===== config.mk =====
export PLATFORM = sky130hd
export DESIGN_NAME = integer_to_english_words_core
export DESIGN_NICKNAME = d
export VERILOG_FILES = /design/src/sv/i2ew_pkg.sv /design/src/sv/i2ew_dp.sv /design/src/sv/i2ew_ctrl.sv /design/src/sv/integer_to_english_words_core.sv
export SDC_FILE = /design/constraint.sdc
export NUM_CORES = 1
export LEC_CHECK = 0
export BUFFER_PORTS_ARGS = -buffer_cell sky130_fd_sc_hd__clkbuf_2
export CAP_MARGIN = 5
export CORE_UTILIZATION = 35
export DETAILED_ROUTE_END_ITERATION = 12
export PLACE_DENSITY_LB_ADDON = 0.05
export REMOVE_ABC_BUFFERS = 1
export SKIP_LAST_GASP = 1
export SLEW_MARGIN = 10
export SYNTH_ARGS = -nofsm -noshare
export SYNTH_HDL_FRONTEND = slang
export SYNTH_SLANG_ARGS = --single-unit
export TNS_END_PERCENT = 5

===== constraint.sdc =====
create_clock -name i_clk -period 3 [get_ports i_clk]
set_input_delay 0.3 -clock i_clk [delete_from_list [all_inputs] [get_ports i_clk]]
set_output_delay 0.3 -clock i_clk [all_outputs]
set_load 0.05 [all_outputs]

===== src/sv/i2ew_pkg.sv =====
// i2ew_pkg: shared word codes, sizes and controller/datapath handshake types
// for the integer-to-English-words block. No dependencies.
package i2ew_pkg;

    localparam int unsigned VALUE_W  = 31;
    localparam int unsigned CODE_W   = 5;
    localparam int unsigned BIN_W    = 32;   // value padded to an even bit count
    localparam int unsigned DIGITS   = 10;
    localparam int unsigned BCD_W    = 4 * DIGITS;
    localparam int unsigned GROUPS   = 4;
    localparam int unsigned PHASES   = 5;
    localparam int unsigned SLOTS    = GROUPS * PHASES;
    localparam int unsigned CONV_STEPS = BIN_W / 2;
    localparam int unsigned CNT_W    = $clog2(CONV_STEPS);

    localparam logic [CODE_W-1:0] WORD_ZERO     = 5'd0;
    localparam logic [CODE_W-1:0] WORD_TEN      = 5'd10;
    localparam logic [CODE_W-1:0] TENS_BASE     = 5'd18;
    localparam logic [CODE_W-1:0] WORD_HUNDRED  = 5'd28;
    localparam logic [CODE_W-1:0] WORD_THOUSAND = 5'd29;

    // slot phases inside one group
    localparam logic [2:0] PH_HDIGIT = 3'd0;
    localparam logic [2:0] PH_HWORD  = 3'd1;
    localparam logic [2:0] PH_TENS   = 3'd2;
    localparam logic [2:0] PH_UNITS  = 3'd3;
    localparam logic [2:0] PH_SCALE  = 3'd4;

    typedef struct packed {
        logic load;
        logic conv;
        logic build;
        logic pop;
    } t_cmd;

    typedef struct packed {
        logic last;
    } t_status;

endpackage


===== src/sv/i2ew_dp.sv =====
// i2ew_dp: datapath. Double-dabble binary to BCD (two bits a cycle), slot
// mask per group, and one word out per pop. Depends on i2ew_pkg.
module i2ew_dp (
    input  logic                          i_clk,
    input  i2ew_pkg::t_cmd                i_cmd,
    input  logic [i2ew_pkg::VALUE_W-1:0]  i_value,
    output i2ew_pkg::t_status             o_status,
    output logic [i2ew_pkg::CODE_W-1:0]   o_word_code
);
    import i2ew_pkg::*;

    localparam int unsigned SW = BCD_W + BIN_W;

    logic [BIN_W-1:0] r_bin, n_bin;
    logic [BCD_W-1:0] r_bcd, n_bcd;
    logic [SLOTS-1:0] r_pend, n_pend;
    logic [SLOTS-1:0] w_mask;
    logic [SLOTS-1:0] w_rest;
    logic [SW-1:0]    w_s1, w_s2;
    logic [1:0]       w_sel_g;
    logic [2:0]       w_sel_p;
    logic [3:0]       w_h, w_t, w_u;

    function automatic logic [SW-1:0] f_step(input logic [SW-1:0] s);
        logic [BCD_W-1:0] b;
        b = s[SW-1:BIN_W];
        for (int i = 0; i < DIGITS; i++) begin
            if (b[4*i +: 4] >= 4'd5) begin
                b[4*i +: 4] = b[4*i +: 4] + 4'd3;
            end
        end
        return {b[BCD_W-2:0], s[BIN_W-1:0], 1'b0};
    endfunction

    function automatic logic [3:0] f_dig(input logic [BCD_W-1:0] b, input int unsigned k);
        logic [3:0] d;
        d = 4'd0;
        if (k < DIGITS) begin
            d = b[4*k +: 4];
        end
        return d;
    endfunction

    assign w_s1 = f_step({r_bcd, r_bin});
    assign w_s2 = f_step(w_s1);

    // slot k = (3 - group) * 5 + phase, earliest word in bit 0
    always_comb begin
        logic [3:0] h, t, u;
        w_mask = '0;
        for (int g = 0; g < GROUPS; g++) begin
            h = f_dig(r_bcd, 3 * g + 2);
            t = f_dig(r_bcd, 3 * g + 1);
            u = f_dig(r_bcd, 3 * g);
            w_mask[(GROUPS-1-g)*PHASES + PH_HDIGIT] = (h != 4'd0);
            w_mask[(GROUPS-1-g)*PHASES + PH_HWORD]  = (h != 4'd0);
            w_mask[(GROUPS-1-g)*PHASES + PH_TENS]   = (t != 4'd0);
            w_mask[(GROUPS-1-g)*PHASES + PH_UNITS]  = (t != 4'd1) && (u != 4'd0);
            w_mask[(GROUPS-1-g)*PHASES + PH_SCALE]  = (g != 0) && ({h, t, u} != 12'd0);
        end
        // zero input: units slot of the unit group reads out Zero
        if (w_mask == '0) begin
            w_mask[(GROUPS-1)*PHASES + PH_UNITS] = 1'b1;
        end
    end

    always_comb begin
        w_sel_g = 2'd0;
        w_sel_p = PH_HDIGIT;
        for (int k = SLOTS - 1; k >= 0; k--) begin
            if (r_pend[k]) begin
                w_sel_g = 2'(GROUPS - 1 - (k / PHASES));
                w_sel_p = 3'(k % PHASES);
            end
        end
    end

    always_comb begin
        w_u = r_bcd[12*w_sel_g +: 4];
        w_t = 4'd0;
        w_h = 4'd0;
        if (w_sel_g != 2'd3) begin
            w_t = r_bcd[12*w_sel_g + 4 +: 4];
            w_h = r_bcd[12*w_sel_g + 8 +: 4];
        end
    end

    always_comb begin
        unique case (w_sel_p)
            PH_HDIGIT: o_word_code = {1'b0, w_h};
            PH_HWORD:  o_word_code = WORD_HUNDRED;
            PH_TENS:   o_word_code = (w_t == 4'd1) ? (WORD_TEN + {1'b0, w_u})
                                                   : (TENS_BASE + {1'b0, w_t});
            PH_UNITS:  o_word_code = {1'b0, w_u};
            PH_SCALE:  o_word_code = WORD_HUNDRED + {3'd0, w_sel_g};
            default:   o_word_code = WORD_ZERO;
        endcase
    end

    assign w_rest        = r_pend & (r_pend - 1'b1);
    assign o_status.last = (w_rest == '0);

    always_comb begin
        n_bin  = r_bin;
        n_bcd  = r_bcd;
        n_pend = r_pend;
        if (i_cmd.load) begin
            n_bin = {1'b0, i_value};
            n_bcd = '0;
        end else if (i_cmd.conv) begin
            n_bcd = w_s2[SW-1:BIN_W];
            n_bin = w_s2[BIN_W-1:0];
        end
        if (i_cmd.build) begin
            n_pend = w_mask;
        end else if (i_cmd.pop) begin
            n_pend = w_rest;
        end
    end

    always_ff @(posedge i_clk) begin
        r_bin  <= n_bin;
        r_bcd  <= n_bcd;
        r_pend <= n_pend;
    end

endmodule


===== src/sv/i2ew_ctrl.sv =====
// i2ew_ctrl: controller state machine, handshakes and conversion step count.
// Depends on i2ew_pkg.
module i2ew_ctrl (
    input  logic               i_clk,
    input  logic               i_rst_n,
    input  logic               i_valid,
    output logic               o_ready,
    output logic               o_valid,
    input  logic               i_ready,
    input  i2ew_pkg::t_status  i_status,
    output i2ew_pkg::t_cmd     o_cmd
);
    import i2ew_pkg::*;

    localparam logic [1:0] S_IDLE  = 2'd0;
    localparam logic [1:0] S_CONV  = 2'd1;
    localparam logic [1:0] S_BUILD = 2'd2;
    localparam logic [1:0] S_EMIT  = 2'd3;

    logic [1:0]       r_state, n_state;
    logic [CNT_W-1:0] r_cnt, n_cnt;

    assign o_ready = (r_state == S_IDLE);
    assign o_valid = (r_state == S_EMIT);

    always_comb begin
        n_state     = r_state;
        n_cnt       = r_cnt;
        o_cmd       = '0;
        unique case (r_state)
            S_IDLE: begin
                if (i_valid) begin
                    o_cmd.load = 1'b1;
                    n_cnt      = '0;
                    n_state    = S_CONV;
                end
            end
            S_CONV: begin
                o_cmd.conv = 1'b1;
                n_cnt      = r_cnt + 1'b1;
                if (r_cnt == CNT_W'(CONV_STEPS - 1)) begin
                    n_state = S_BUILD;
                end
            end
            S_BUILD: begin
                o_cmd.build = 1'b1;
                n_state     = S_EMIT;
            end
            S_EMIT: begin
                if (i_ready) begin
                    o_cmd.pop = 1'b1;
                    if (i_status.last) begin
                        n_state = S_IDLE;
                    end
                end
            end
            default: n_state = S_IDLE;
        endcase
    end

    always_ff @(posedge i_clk) begin
        if (!i_rst_n) begin
            r_state <= S_IDLE;
            r_cnt   <= '0;
        end else begin
            r_state <= n_state;
            r_cnt   <= n_cnt;
        end
    end

endmodule


===== src/sv/integer_to_english_words_core.sv =====
// integer_to_english_words_core: top level, controller plus datapath.
// Depends on i2ew_pkg, i2ew_ctrl, i2ew_dp.
//
// Reads a 31-bit unsigned value out as a run of English word codes.
// Input channel: i_valid / o_ready with i_value. One item is taken only
// while the block is idle (o_ready high).
// Output channel: o_valid / i_ready with o_word_code and o_last_word;
// one word per accepted transfer, most significant first, o_last_word
// high on the final word. Zero reads out as the single word Zero.
// Sequence: after an item is accepted, the BCD conversion (two bits per
// cycle through the double-dabble unit) runs, then the word slot mask is
// built, and then the first word shows. Then one word per cycle while
// i_ready is high, 1 to 16 words. The next item is taken only after the
// last word of this one has been accepted.
// A stalled receiver holds o_valid and the current word steady.
// Reset (i_rst_n low, synchronous) returns the block to idle and drops
// any reading in progress.
module integer_to_english_words_core (
    input  logic                          i_clk,
    input  logic                          i_rst_n,
    input  logic                          i_valid,
    output logic                          o_ready,
    input  logic [i2ew_pkg::VALUE_W-1:0]  i_value,
    output logic                          o_valid,
    input  logic                          i_ready,
    output logic [i2ew_pkg::CODE_W-1:0]   o_word_code,
    output logic                          o_last_word
);
    import i2ew_pkg::*;

    t_cmd    w_cmd;
    t_status w_status;

    i2ew_ctrl u_ctrl (
        .i_clk    (i_clk),
        .i_rst_n  (i_rst_n),
        .i_valid  (i_valid),
        .o_ready  (o_ready),
        .o_valid  (o_valid),
        .i_ready  (i_ready),
        .i_status (w_status),
        .o_cmd    (w_cmd)
    );

    i2ew_dp u_dp (
        .i_clk       (i_clk),
        .i_cmd       (w_cmd),
        .i_value     (i_value),
        .o_status    (w_status),
        .o_word_code (o_word_code)
    );

    assign o_last_word = w_status.last;

endmodule


==> results of run 1 <==
[Yosys cell counts, types with 4 or more instances]
cell type and instances:
sky130_fd_sc_hd__dfxtp_1 48, sky130_fd_sc_hd__nor2_1 84, sky130_fd_sc_hd__inv_1 56, sky130_fd_sc_hd__nand2_1 135, sky130_fd_sc_hd__nand4_1 4, sky130_fd_sc_hd__edfxtp_1 47
sky130_fd_sc_hd__nand3_1 8, sky130_fd_sc_hd__xnor2_1 24, sky130_fd_sc_hd__ha_1 54, sky130_fd_sc_hd__a21o_1 6, sky130_fd_sc_hd__nor3b_1 23, sky130_fd_sc_hd__mux2_2 15
sky130_fd_sc_hd__o21a_1 9, sky130_fd_sc_hd__buf_6 5, sky130_fd_sc_hd__nor3_1 16, sky130_fd_sc_hd__and3_1 4, sky130_fd_sc_hd__mux2i_1 31, sky130_fd_sc_hd__nand2b_1 21
sky130_fd_sc_hd__a32o_1 5, sky130_fd_sc_hd__o21ai_0 32, sky130_fd_sc_hd__and2_1 4, sky130_fd_sc_hd__a22oi_1 8, sky130_fd_sc_hd__a211oi_1 33, sky130_fd_sc_hd__o41ai_1 5
sky130_fd_sc_hd__a21oi_1 59, sky130_fd_sc_hd__clkbuf_1 27, sky130_fd_sc_hd__nor2b_1 6
[final timing paths]
check,from,endpoint,slack (ps),depth (start not counted)
setup reg to reg,u_dp.r_bcd[0],u_dp.r_bcd[2],350,10
setup / recovery,u_dp.r_pend[10],o_word_code[3],-230,10
hold reg to reg,u_dp.r_bin[29],u_dp.r_bin[31],490,2
hold / removal,i_value[21],u_dp.r_bin[21],200,3
[per-stage QoR]
| step | total power (uW) | utilization |
|---|---|---|
| 3_5_place_dp | 7950 | 0.395 |
| 2_1_floorplan | 6390 | - |
| 4_1_cts | 9220 | 0.413 |
| 3_3_place_gp | 7810 | 0.395 |
| 6_report | 9150 | 0.415 |
| 5_1_grt | 10000 | 0.415 |
[sequential cells by signal, summed over array words and instances (netlist names)]
signal / cells
u_dp.r_bin: 32
u_ctrl.r_cnt: 4
u_dp.r_bcd: 40
u_dp.r_pend: 17
u_ctrl.r_state: 2
[layer usage]
| metal | track usage | vias to the layer above |
|---|---|---|
| met1 | 0.258 | 2820 |
| met5 | 0 | - |
| met4 | 0.0622 | 0 |
| met2 | 0.296 | 94 |
| li1 | - | 3046 |
| met3 | 0.0193 | 16 |
[power breakdown]
group,internal (uW),switching [uW]
Combinational,2260,3180
Clock,590,591
Sequential,2030,504
Total,4880,4270
[repair_timing]
| action | CTS | global route |
|---|---|---|
| gates resized for setup | 12 | 7 |
| buffers inserted | 1 | 1 |
| pin swaps | 7 | 7 |
| endpoints found under the setup margin | 6 | 6 |
| hold endpoints to repair | 0 | 0 |
[worst max-delay path, cell delays in order (launching register included)]
cell and delay (ps):
sky130_fd_sc_hd__edfxtp_1 400, sky130_fd_sc_hd__or4_4 570, sky130_fd_sc_hd__o211ai_4 260, sky130_fd_sc_hd__and2_4 220
sky130_fd_sc_hd__mux2_4 310, sky130_fd_sc_hd__inv_2 60, sky130_fd_sc_hd__ha_2 160, sky130_fd_sc_hd__xnor2_1 110
sky130_fd_sc_hd__mux2i_1 110, sky130_fd_sc_hd__o21ai_2 190, sky130_fd_sc_hd__buf_12 160
[cells by family (layout without fill, tap and decap cells)]
kind of cell | count (synthesis) | in the layout | share of synthesized area
AND/OR/NAND/NOR | 324 | 324 | 0.220
AO/OA/AOI/OAI | 194 | 194 | 0.187
flip-flops | 95 | 95 | 0.339
buffers and inverters | 95 | 154 | 0.0580
adder cells (fa/ha/maj) | 54 | 54 | 0.0964
multiplexers | 47 | 47 | 0.0705
XOR/XNOR | 24 | 24 | 0.0300
[layout make-up]
type | count | share of cell area
clock inverter | 7 | 0.00910
timing repair buffer | 82 | 0.0736
inverter | 56 | 0.0259
clock buffer | 9 | 0.0278
sequential | 95 | 0.292
tap | 265 | 0.0409
multi-input combinational | 643 | 0.530
==> results.md, run 1 <==
Status:
- The run finished, with violations left.
- The checks that failed: negative setup slack.

Detailed routing:
- The detailed-routing wirelength on met1 is 8950 um.
- The mean routed wirelength per cell is 15.7 um.
- After detailed routing, the total wire length is 18,200 um.
- The met2 wire length is 8560 um.
- After detailed routing, no signal wire sits above met4.
- The total number of vias is 5,976.
- The total length of routed met3 wires is 428 um.
- The number of iterations in the first detailed-routing pass is 6.
- The detailed-route vias per instance is 5.17.
- The number of remaining DRC errors is 0.
- The remaining antenna violation count is 0.
- The DRC violation total after the first TritonRoute iteration is 378.

Floorplanning:
- The starting utilization of the core area is 0.359.
- The floorplan core area is 19,500 sq um.
- Row generation in the floorplan step produced 51 rows.
- The height of the die is 144 um.
- The die extent in x is 144 um.
- Pin placement for this block handled 43 I/O pins.
- The floorplan step defined a die boundary enclosing 20,600 sq um.

Timing:
- The pin slew with the least headroom to its limit is 621 ps.
- For this run, the top clock speed supported by timing is 310 MHz.
- The number of pins with negative max-slew slack in the final report is 0.
- The worst setup slack after layout is -229 ps.
- Setup repair after global routing could not meet its margin everywhere.
- In the final timing run, aggregate negative setup slack is -899 ps.
- In this run the tightest slew margin relative to its limit is 0.586.
- The hold violation total from the final report was 0.
- Clock skew on the completed layout was measured at 9.10 ps.
- Hold timing on the final database bottoms out at a slack of 198 ps.
- Setup violations remaining at the end of the flow were counted as 6.
- The post-layout minimum cycle time is 3230 ps.
- In the finished design, the share of the clock period the worst path needs comes to 1.08.

Placement:
- Counting tap cells, the placed design contains a total of 1,139 instances.
- OpenSTA, run right after detailed placement, puts the worst setup slack at 24.1 ps.
- Input and output buffers added on the ports amount to 42.
- The placed instances occupy a cell area of 7710 sq um.
- The congestion estimate from routability-driven global placement came to 0.846.
- The post-DP HPWL is 13,700 um.

Global routing:
- Entering global routing, the biggest net connects 44 pins.
- The via count of the first global-routing pass was 5,621.
- After global routing the overflow that remains totals 0.
- The first global-routing pass estimated 29,500 um of wire.
- The total global-route track usage is 0.185.
- The initial antenna violation count was 0.

Yosys:
- For this run, the register share of the synthesized area comes to 0.339.
- The number of different library cells used by synthesis comes to 69.
- In this run, synthesis inferred 47 flip-flops with an integrated enable.
- The cell taking the most area after synthesis is sky130_fd_sc_hd__edfxtp_1.
- After synthesis, the share of flip-flops with an asynchronous set or reset is 0.
- The total number of yosys warnings is 0.
- The top-area cell type share of the netlist area is 0.201.
- In the synthesized netlist the dominant register cell turns out to be sky130_fd_sc_hd__dfxtp_1.
- The mean area per synthesized cell is 8.41 sq um.
- The cell area after synthesis is 7010 sq um.
- The instance count of the mapped netlist is 833.
- Ranked by total cell area, the synthesized netlist is headed by sky130_fd_sc_hd__edfxtp_1 (20%), sky130_fd_sc_hd__dfxtp_1 (14%), sky130_fd_sc_hd__ha_1 (9.6%).
- The register bit total from synthesis is 95.

Worst setup path:
- For the worst setup path, the data required time is 2700 ps.
- The largest fanout on the critical path is 4.
- The critical path is of the reg -> out type.
- The startpoint kind of the worst setup timing path is a flip-flop.
- The arrival time at the worst endpoint is 2930 ps.
- The critical path capture point type is an output port.

Clocking:
- The clock latency on the worst-skew pair is 360 ps.
- The H-tree was split into 3 levels.
- TritonCTS created 9 clock buffers.
- The tree is rooted in a sky130_fd_sc_hd__clkbuf_16.
- The clock tree from TritonCTS is done.
- The clock transition at the registers of the reported paths is 80 ps.
- The largest buffer count on any clock path is 2.
- The number of buffers inserted for hold repair after clock tree synthesis is 0.
- The count of clock tree sinks is 95.

Layout:
- The non-filler instance count after layout is 1,157.
- In the final layout, flip-flops and latches occupy 2370 sq um.
- From synthesis to final layout, the design area changed by 15.8%.
- The number of nets at the end of the flow is 976.
- Fill cells in the final layout number 2,005.
- In the layout the commonest cells are sky130_fd_sc_hd__nand2_1 (135), sky130_fd_sc_hd__nor2_1 (84), sky130_fd_sc_hd__a21oi_1 (59), sky130_fd_sc_hd__inv_1 (55), sky130_fd_sc_hd__ha_1 (51).
- The total area of multi-input combinational cells is 4300 sq um.
- The library cell used most frequently in the layout, excluding fill and tap cells, is sky130_fd_sc_hd__nand2_1.
- Of the cells placed in the final design, the portion with a size suffix greater than 1 is 0.160.
- The summed area of non-filler cells in the final layout is 8110 sq um.
- The total inserted antenna cells is 0.

Job:
- The number of max-cap violations is 0.

Power:
- The leakage power is 0.00346 uW.
- The power density over the cells is 1130 nW/um^2.
- The worst-case IR drop observed on VDD is 0.364 mV.

Min path:
- The tightest min-delay check is of the in -> reg type.
(Power assumes the default switching activity.)
==> inputs of run 2 (changes only) <==
--- a/config.mk
+++ b/config.mk
@@ -5,10 +5,11 @@
 export SDC_FILE = /design/constraint.sdc
 export NUM_CORES = 1
 export LEC_CHECK = 0
-export BUFFER_PORTS_ARGS = -buffer_cell sky130_fd_sc_hd__clkbuf_2
+export BUFFER_PORTS_ARGS = -buffer_cell sky130_fd_sc_hd__buf_2
 export CAP_MARGIN = 5
 export CORE_UTILIZATION = 35
 export DETAILED_ROUTE_END_ITERATION = 12
+export MAX_ROUTING_LAYER = met4
 export PLACE_DENSITY_LB_ADDON = 0.05
 export REMOVE_ABC_BUFFERS = 1
 export SKIP_LAST_GASP = 1
==> run 2 against run 1 <==
Net effect: the run still ends with negative setup slack left; clock skew grew 2.5 ps; critical path type unchanged; routed wire length shrank 0.40%; largest cell class unchanged; clock-buffer cell count is the same; register-to-register slack lost 70 ps; sequential share of layout area shrank 0.13 points.
==> results.md, run 2 (synthesis gave the netlist of run 1 again) <==
Status:
- The flow ran to the end, but the final reports show violations.
- The final reports fail on negative setup slack.

Clocking:
- The count of H-tree levels built during CTS is 3 (unchanged).
- The count of clock tree sinks is 95 (unchanged).
- The TritonCTS buffer count came to 9 (unchanged).
- TritonCTS built the clock tree.
- The tree is rooted in a sky130_fd_sc_hd__clkbuf_16.
- The clock transition at the registers of the reported paths came to 80 ps (about the same).
- The largest buffer count on any clock path is 2 (unchanged).
- The clock latency on the worst-skew pair is 360 ps (about the same).

Timing:
- The final worst-path cycle share was 1.07 (-0.0107).
- The worst setup slack after layout is -197 ps (+32.1 ps).
- The number of pins with negative max-slew slack in the final report is 0 (unchanged).
- The maximum clock frequency is 313 MHz (+1.0%).
- The post-layout minimum cycle time is 3200 ps (-32.1 ps).
- The worst slew margin relative to its limit is 0.550 (-0.0367).
- The pin slew with the least headroom to its limit was 676 ps (+55.1 ps).
- Setup repair after global routing could not meet its margin everywhere.
- The hold violation total from the final report came to 0 (unchanged).
- The count of endpoints failing setup in the final report came to 5 (-1).
- The largest clock skew in the final design is 11.6 ps (+2.48 ps).

Layout:
- The total inserted antenna cells is 0 (unchanged).
- The utilization after layout is 0.417 (+0.00192).
- The largest registers in the layout are u_dp.r_bcd x40, u_dp.r_bin x32, u_dp.r_pend x17.
- The number of nets at the end of the flow was 986 (+1.0%).
- The summed area of non-filler cells in the final layout came to 8150 sq um (+0.46%).
- The fraction of layout cells with a size suffix above 1 is 0.171 (+0.0104).
- The most flop-heavy register is u_dp.r_bcd.
- The fill cell instance count of the final layout is 2,023 (+0.90%).
- The relative area change from synthesis to final layout is 16.3%.
- In the layout the commonest cells are sky130_fd_sc_hd__nand2_1 (135), sky130_fd_sc_hd__nor2_1 (84), sky130_fd_sc_hd__a21oi_1 (59), sky130_fd_sc_hd__inv_1 (53), sky130_fd_sc_hd__ha_1 (51).
- The most common library cell in the layout ignoring fill and taps is sky130_fd_sc_hd__nand2_1.
- The number of flip-flops under the largest register name is 40 (unchanged).

Detailed routing:
- The number of iterations in the first detailed-routing pass is 4 (-2).
- The mean routed wirelength per cell is 15.5 um (-1.3%).
- The remaining antenna violation count was 0 (unchanged).
- The number of remaining DRC errors is 0 (unchanged).
- The total wire length after detailed routing is 18,100 um (-0.40%).
- The total number of vias is 5,974 (-0.033%).
- The DRC violation total after the first TritonRoute iteration is 353 (-6.6%).
- The detailed-route vias per instance came to 5.12 (-0.89%).

Min path:
- The min-delay analysis places its worst path in the category in -> reg.
- In this run the most critical hold path is launched from i_value[13].

Worst setup path:
- The largest fanout on the critical path is 4 (unchanged).
- The critical path capture point type is an output port.
- The number of cells on the worst reg-to-reg path is 10 (unchanged).
- The required time at the worst-slack endpoint is 2700 ps (about the same).
- The beginning of the worst register-to-register path is u_dp.r_bcd[0].
- The terminus of the critical flop-to-flop path is u_dp.r_bcd[2].
- The startpoint kind of the worst setup timing path is a flip-flop.
- The most critical setup path has its startpoint at u_dp.r_pend[10].
- The arrival time at the worst endpoint is 2900 ps (-30 ps).
- The register-to-register setup slack was 280 ps (-70 ps).
- The setup path with the least slack is of type reg -> out.
- The capture point of the worst path is o_word_code[3].

Global routing:
- The initial antenna violation count is 0 (unchanged).
- The maximum number of pins on one net before global-route repair is 51 (+16%).
- The final global-route overflow total came to 0 (unchanged).
- The total global-route track usage came to 0.190 (+0.00506).
- The via count of the first global-routing pass is 5,724 (+1.8%).
- The wire length of the first global-routing pass was 29,500 um (+0.23%).

Power:
- The leakage power came to 0.00349 uW (+0.71%).
- The power density over the cells was 1110 nW/um^2 (-1.2%).
- The worst supply voltage drop on vdd is 0.356 mV (-2.1%).

Floorplanning:
- The starting utilization of the core area is 0.359 (unchanged).
- The floorplan core area is 19,500 sq um (unchanged).
- The height of the die is 144 um (unchanged).
- The full die area is 20,600 sq um (unchanged).
- The placement row count is 51 (unchanged).
- The die extent in x is 144 um (unchanged).
- The I/O pin total is 43 (unchanged).

Placement:
- The number of input and output port buffers inserted is 42 (unchanged).
- The placer's final routability congestion estimate was 0.861 (+1.7%).
- The setup slack at placement is 17.6 ps (-6.44 ps).
- The post-DP HPWL came to 13,700 um (-0.49%).
- The post-place instance area is 7700 sq um (-0.19%).

Job:
- The number of max-cap violations is 0 (unchanged).
==> run 2: timing repair <==
item / 4_1_cts / 5_1_grt
hold buffers: 0 / 0
resized for setup: 15 / 10
endpoints found under the setup margin: 5 / 6
pin swaps: 7 / 6
buffers inserted: 2 / 4
endpoints found under the hold margin: 0 / 0
==> run 2: worst min-delay path by stage <==
stage,end,cells past startpoint
after global routing,u_dp.r_bin[28],3
after global placement,u_dp.r_bin[31],2
after detailed placement,u_dp.r_bcd[0],2
after CTS,u_dp.r_bin[2],3
after floorplan,u_ctrl.r_cnt[0],1
final,u_dp.r_bin[13],3
==> run 2: cell type report <==
class,count,area (sq um),area share
clock inverters,7,75.1,0.00921
repair buffers,92,627,0.0769
multi-input cells,643,4310,0.529
clock buffers,9,225,0.0276
well taps,265,332,0.0407
flip-flops and latches,95,2370,0.291
inverters,56,210,0.0258
==> run 2: worst max-delay path, cell delays in order, from the launching register on <==
cell and delay [ps]:
sky130_fd_sc_hd__edfxtp_1 390, sky130_fd_sc_hd__or4_4 550, sky130_fd_sc_hd__o211ai_4 250, sky130_fd_sc_hd__mux2_4 340, sky130_fd_sc_hd__o221ai_4 170, sky130_fd_sc_hd__inv_2 80
sky130_fd_sc_hd__ha_4 170, sky130_fd_sc_hd__xnor2_2 120, sky130_fd_sc_hd__mux2i_1 90, sky130_fd_sc_hd__o21ai_1 190, sky130_fd_sc_hd__buf_6 190
==> run 2: report_power, final <==
part           leakage [uW]  switching, uW  internal, uW
sequential         0.000855            486          2030
clock              0.000144            599           591
combinational       0.00249           3170          2200
==> run 2: layer usage <==
metal  GRT usage  routed length (um)  up-vias
li1            -                   -     3063
met3      0.0213                 519       22
met5           -                   0        -
met4      0.0638                 357        0
met2       0.299                8350      101
met1       0.252                8900     2788
==> run 2: through the flow <==
step,hold WS [ps],cells,power (uW),setup TNS [ps]
after floorplan,422,794,6390,-9570
after global placement,473,1145,7700,0
after detailed placement,478,1145,7830,0
after CTS,177,1163,9140,-1110
after global routing,199,1167,9950,-1470
final,192,1167,9090,-819
==> inputs of run 3 (changes only) <==
--- a/config.mk
+++ b/config.mk
@@ -7,14 +7,15 @@
 export LEC_CHECK = 0
 export BUFFER_PORTS_ARGS = -buffer_cell sky130_fd_sc_hd__buf_2
 export CAP_MARGIN = 5
+export CORE_MARGIN = 4
 export CORE_UTILIZATION = 35
 export DETAILED_ROUTE_END_ITERATION = 12
 export MAX_ROUTING_LAYER = met4
 export PLACE_DENSITY_LB_ADDON = 0.05
 export REMOVE_ABC_BUFFERS = 1
 export SKIP_LAST_GASP = 1
-export SLEW_MARGIN = 10
 export SYNTH_ARGS = -nofsm -noshare
 export SYNTH_HDL_FRONTEND = slang
+export SYNTH_HIERARCHICAL = 1
 export SYNTH_SLANG_ARGS = --single-unit
 export TNS_END_PERCENT = 5
==> run 3 against run 2 <==
Net effect: the flow still finishes with violations (negative setup slack); sequential power is 2% lower; worst hold slack better by 32 ps; first-iteration DRC count is 29% lower; highest routed layer unchanged.
==> results.md, run 3 <==
Clocking:
- The clock latency on the worst-skew pair is 350 ps (about the same).
- The number of buffers inserted for hold repair after clock tree synthesis is 0 (unchanged).
- The TritonCTS buffer count is 9 (unchanged).
- The largest buffer count on any clock path is 2 (unchanged).
- The count of H-tree levels built during CTS is 3 (unchanged).
- The clock tree root driver cell is sky130_fd_sc_hd__clkbuf_16.
- TritonCTS built the clock tree.
- The count of clock tree sinks is 95 (unchanged).
- The clock transition at the registers of the reported paths is 70 ps (about the same).

Yosys:
- The register bit total from synthesis is 95 (unchanged).
- The leading register cell type out of synthesis is sky130_fd_sc_hd__dfxtp_1.
- By area the synthesized netlist is led by sky130_fd_sc_hd__edfxtp_1 (21%), sky130_fd_sc_hd__dfxtp_1 (14%), sky130_fd_sc_hd__ha_1 (10%).
- The cell area after synthesis is 6840 sq um (-2.4%).
- The mean area per synthesized cell is 8.98 sq um (+6.7%).
- The biggest area contributor in the post-synthesis netlist is sky130_fd_sc_hd__edfxtp_1.
- The top-area cell type share of the netlist area is 0.206 (+0.00494).
- The instance count of the mapped netlist came to 762 (-8.5%).
- The proportion of register bits with asynchronous set or reset after synthesis is 0 (unchanged).
- The number of enable-type register cells in the synthesized netlist is 47 (unchanged).
- The share of synthesized area occupied by flip-flops and latches is 0.347 (+0.00830).
- The number of distinct library cells after synthesis was 63 (-8.7%).
- The most frequent cell after synthesis is sky130_fd_sc_hd__nor2_1.
- The total number of yosys warnings is 6 (+6).
- The commonest cells after synthesis are sky130_fd_sc_hd__nor2_1 (83), sky130_fd_sc_hd__a21oi_1 (60), sky130_fd_sc_hd__ha_1 (56).

Detailed routing:
- The total wire length after detailed routing is 17,200 um (-5.2%).
- The mean routed wirelength per cell is 15.7 um (+1.4%).
- The number of remaining DRC errors is 0 (unchanged).
- The DRC violation total after the first TritonRoute iteration is 250 (-29%).
- The remaining antenna violation count was 0 (unchanged).
- The detailed-route vias per instance is 5.19 (+1.4%).
- The total number of vias is 5,665 (-5.2%).
- The number of iterations in the first detailed-routing pass is 5 (+1).

Layout:
- The fill cell instance count of the final layout is 1,899 (-6.1%).
- The non-filler instance count after layout is 1,091 (-6.5%).
- The relative area change from synthesis to final layout is 16.2%.
- Leaving out fill and tap cells, the most frequent cell in the layout is sky130_fd_sc_hd__nor2_1.
- The total inserted antenna cells was 0 (unchanged).
- The summed area of non-filler cells in the final layout is 7950 sq um (-2.5%).
- The fraction of layout cells with a size suffix above 1 is 0.205 (+0.0338).
- The largest registers in the layout are u_dp/r_bcd x40, u_dp/r_bin x32, u_dp/r_pend x17.
- The number of nets at the end of the flow was 917 (-7.0%).
- Leaving out fill and tap cells, the most frequent cells in the layout are sky130_fd_sc_hd__nor2_1 (82), sky130_fd_sc_hd__a21oi_1 (59), sky130_fd_sc_hd__ha_1 (55), sky130_fd_sc_hd__inv_1 (52), sky130_fd_sc_hd__dfxtp_1 (48).
- The total area of multi-input combinational cells is 4200 sq um (-2.6%).
- The most flop-heavy register is u_dp/r_bcd.
- The number of flip-flops under the largest register name is 40 (unchanged).
- The register cell area after layout is 2370 sq um (unchanged).

Worst setup path:
- The register-to-register setup slack is 100 ps (-180 ps).
- The cell type group with the largest total delay on the critical path is simple AND/OR/NAND/NOR gates.
- The startpoint kind of the worst setup timing path is a flip-flop.
- The signal on the critical path passes through or4_4 -> nor2_4 -> mux2_2 -> o21ai_0 -> buf_4 -> xor2_1 -> mux2i_1 -> o221ai_1 -> buf_4.
- STA classifies the critical path endpoint as an output port.
- The number of cells on the worst reg-to-reg path is 11 (+1).
- For this design, the slowest cell found on the critical path is sky130_fd_sc_hd__or4_4.
- The required time at the worst-slack endpoint is 2700 ps (about the same).
- The terminus of the critical flop-to-flop path is u_ctrl/r_state[0].
- The largest fanout on the critical path is 8 (+4).
- The beginning of the worst register-to-register path is u_dp/r_pend[10].
- The delay of the slowest cell on the worst path is 630 ps (+80 ps).
- In this design, the critical path's most frequently occurring cell is sky130_fd_sc_hd__buf_4.
- The worst path buffer plus inverter count came to 2 (unchanged).
- The critical path in this run is classified as reg -> out.
- The arrival time at the worst endpoint is 2870 ps (-30 ps).

Timing:
- The post-layout minimum cycle time is 3170 ps (-23.3 ps).
- The largest clock skew in the final design came to 5.25 ps (-6.33 ps).
- The worst slew margin relative to its limit is 0.515 (-0.0345).
- The pin slew with the least headroom to its limit was 727 ps (+51.8 ps).
- The count of endpoints failing setup in the final report is 6 (+1).
- The hold violation total from the final report is 0 (unchanged).
- The maximum clock frequency is 315 MHz (+0.73%).
- The worst setup slack after layout is -173 ps (+23.3 ps).
- The final worst hold slack came to 224 ps (+32.1 ps).
- Setup repair after global routing could not meet its margin everywhere.
- The number of pins with negative max-slew slack in the final report is 0 (unchanged).
- The final worst-path cycle share came to 1.06 (-0.00777).

Placement:
- The number of placed cells counting well taps was 1,075 (-6.1%).
- The post-DP HPWL was 13,200 um (-3.3%).
- The post-place instance area came to 7550 sq um (-1.9%).
- The number of input and output port buffers inserted is 42 (unchanged).
- The placer's final routability congestion estimate is 0.866 (+0.59%).

Floorplanning:
- The die extent in x is 148 um (+3.0%).
- The placement row count is 50 (-2.0%).
- The full die area is 21,800 sq um (+6.1%).
- The floorplan core area came to 19,000 sq um (-2.9%).
- The I/O pin total is 43 (unchanged).
- The height of the die is 148 um (+3.0%).
- The starting utilization of the core area came to 0.361 (+0.00196).

Power:
- The fraction of power consumed by the clock network came to 0.142 (+0.011).
- The power density over the cells is 1120 nW/um^2 (+0.57%).
- The leakage power is 0.00315 uW (-9.7%).
- The net switching component of the power is 3990 uW (-6.3%).
- The design internal power is 4920 uW (+1.9%).
- The worst supply voltage drop on vdd is 0.374 mV (+5.1%).
- The net switching share of the total power is 0.448 (-0.0208).
- The relative contribution of sequential cells to total power was 0.278 (about the same).
- The share of total power in combinational logic is 0.581 (-0.011).

Global routing:
- The wire length of the first global-routing pass is 28,200 um (-4.4%).
- The total global-route track usage is 0.164 (-0.0260).
- The via count of the first global-routing pass came to 5,589 (-2.4%).
- The initial antenna violation count is 0 (unchanged).
- The final global-route overflow total is 0 (unchanged).
- The maximum number of pins on one net before global-route repair was 39 (-24%).

Min path:
- The number of cells on the worst hold path is 2 (-1).
- The worst hold path terminates at u_dp/r_bin[0].
- The worst hold path belongs to the class in -> reg.
- The hold path startpoint is i_value[0].

Status:
- The flow ran to the end, but the final reports show violations.
- The final reports fail on negative setup slack.

Job:
- The number of max-cap violations is 0 (unchanged).
==> run 3: area by class of cell <==
class,count,share of cell area
clock buffers,9,0.0283
flip-flops and latches,95,0.299
multi-input cells,586,0.528
repair buffers,82,0.0671
well taps,260,0.0409
clock inverters,7,0.0123
inverters,52,0.0246
==> run 3: power groups by stage <==
stage | Clock (uW) | Sequential (uW) | Combinational [uW]
after detailed placement | 0 | 2500 | 5130
after global routing | 1360 | 2550 | 5810
after floorplan | 0 | 2360 | 3920
after global placement | 0 | 2490 | 4980
after CTS | 1320 | 2470 | 5180
final | 1260 | 2470 | 5170
==> run 3: worst max-delay path by stage <==
stage                          from           endpoint  slack, ps  cells past startpoint
global route        u_dp/r_pend[10]     o_word_code[3]       -290                      8
global placement    u_dp/r_pend[13]     o_word_code[1]         80                      8
CTS                 u_dp/r_pend[13]     o_word_code[3]       -200                      8
finish              u_dp/r_pend[10]     o_word_code[3]       -170                      9
floorplan            u_dp/r_pend[5]  u_ctrl/r_state[0]       -990                     11
detailed placement  u_dp/r_pend[13]  u_ctrl/r_state[1]         -3                     11
==> run 3: stage by stage <==
stage	utilization	worst slack, ps	setup TNS [ps]	total power [uW]
finish	0.419	-173	-737	8910
global placement	0.398	77.8	0	7480
detailed placement	0.398	-3.16	-5.00	7630
global route	0.419	-286	-1930	9710
floorplan	-	-995	-23870	6280
CTS	0.416	-195	-971	8970
==> run 3: routing by layer <==
metal | up-vias | part of all wire | GRT usage
met1 | 2652 | 0.47 | 0.205
met4 | 0 | 0.022 | 0.0531
met3 | 24 | 0.030 | 0.0264
met5 | - | 0 | -
met2 | 105 | 0.48 | 0.271
li1 | 2884 | - | -
==> run 3: cell families after synthesis <==
logic type                 count (synthesis)  synth area share
and+or+nand+nor                          239             0.176
muxes                                     67             0.106
buffers and inverters                     81            0.0476
DFF                                       95             0.347
xor gates and xnor gates                  22            0.0282
AOI/OAI and AO/OA                        201             0.191
adders and majority gates                 57             0.104
==> run 3: worst register-to-register path: stages (launching register included) <==
cell	delay, ps
sky130_fd_sc_hd__edfxtp_1	390
sky130_fd_sc_hd__or4_4	630
sky130_fd_sc_hd__nor2_4	120
sky130_fd_sc_hd__buf_4	150
sky130_fd_sc_hd__nand3_1	150
sky130_fd_sc_hd__o31ai_1	240
sky130_fd_sc_hd__nand3_1	100
sky130_fd_sc_hd__nor3_1	310
sky130_fd_sc_hd__nand2_1	160
sky130_fd_sc_hd__a221oi_4	360
sky130_fd_sc_hd__o211ai_1	140
sky130_fd_sc_hd__o21ai_1	90
==> run 3: timing repair <==
item,CTS,global route
resized for setup,9,16
endpoints found under the setup margin,8,8
setup buffers,0,0
endpoints found under the hold margin,0,0
pin swaps,2,5
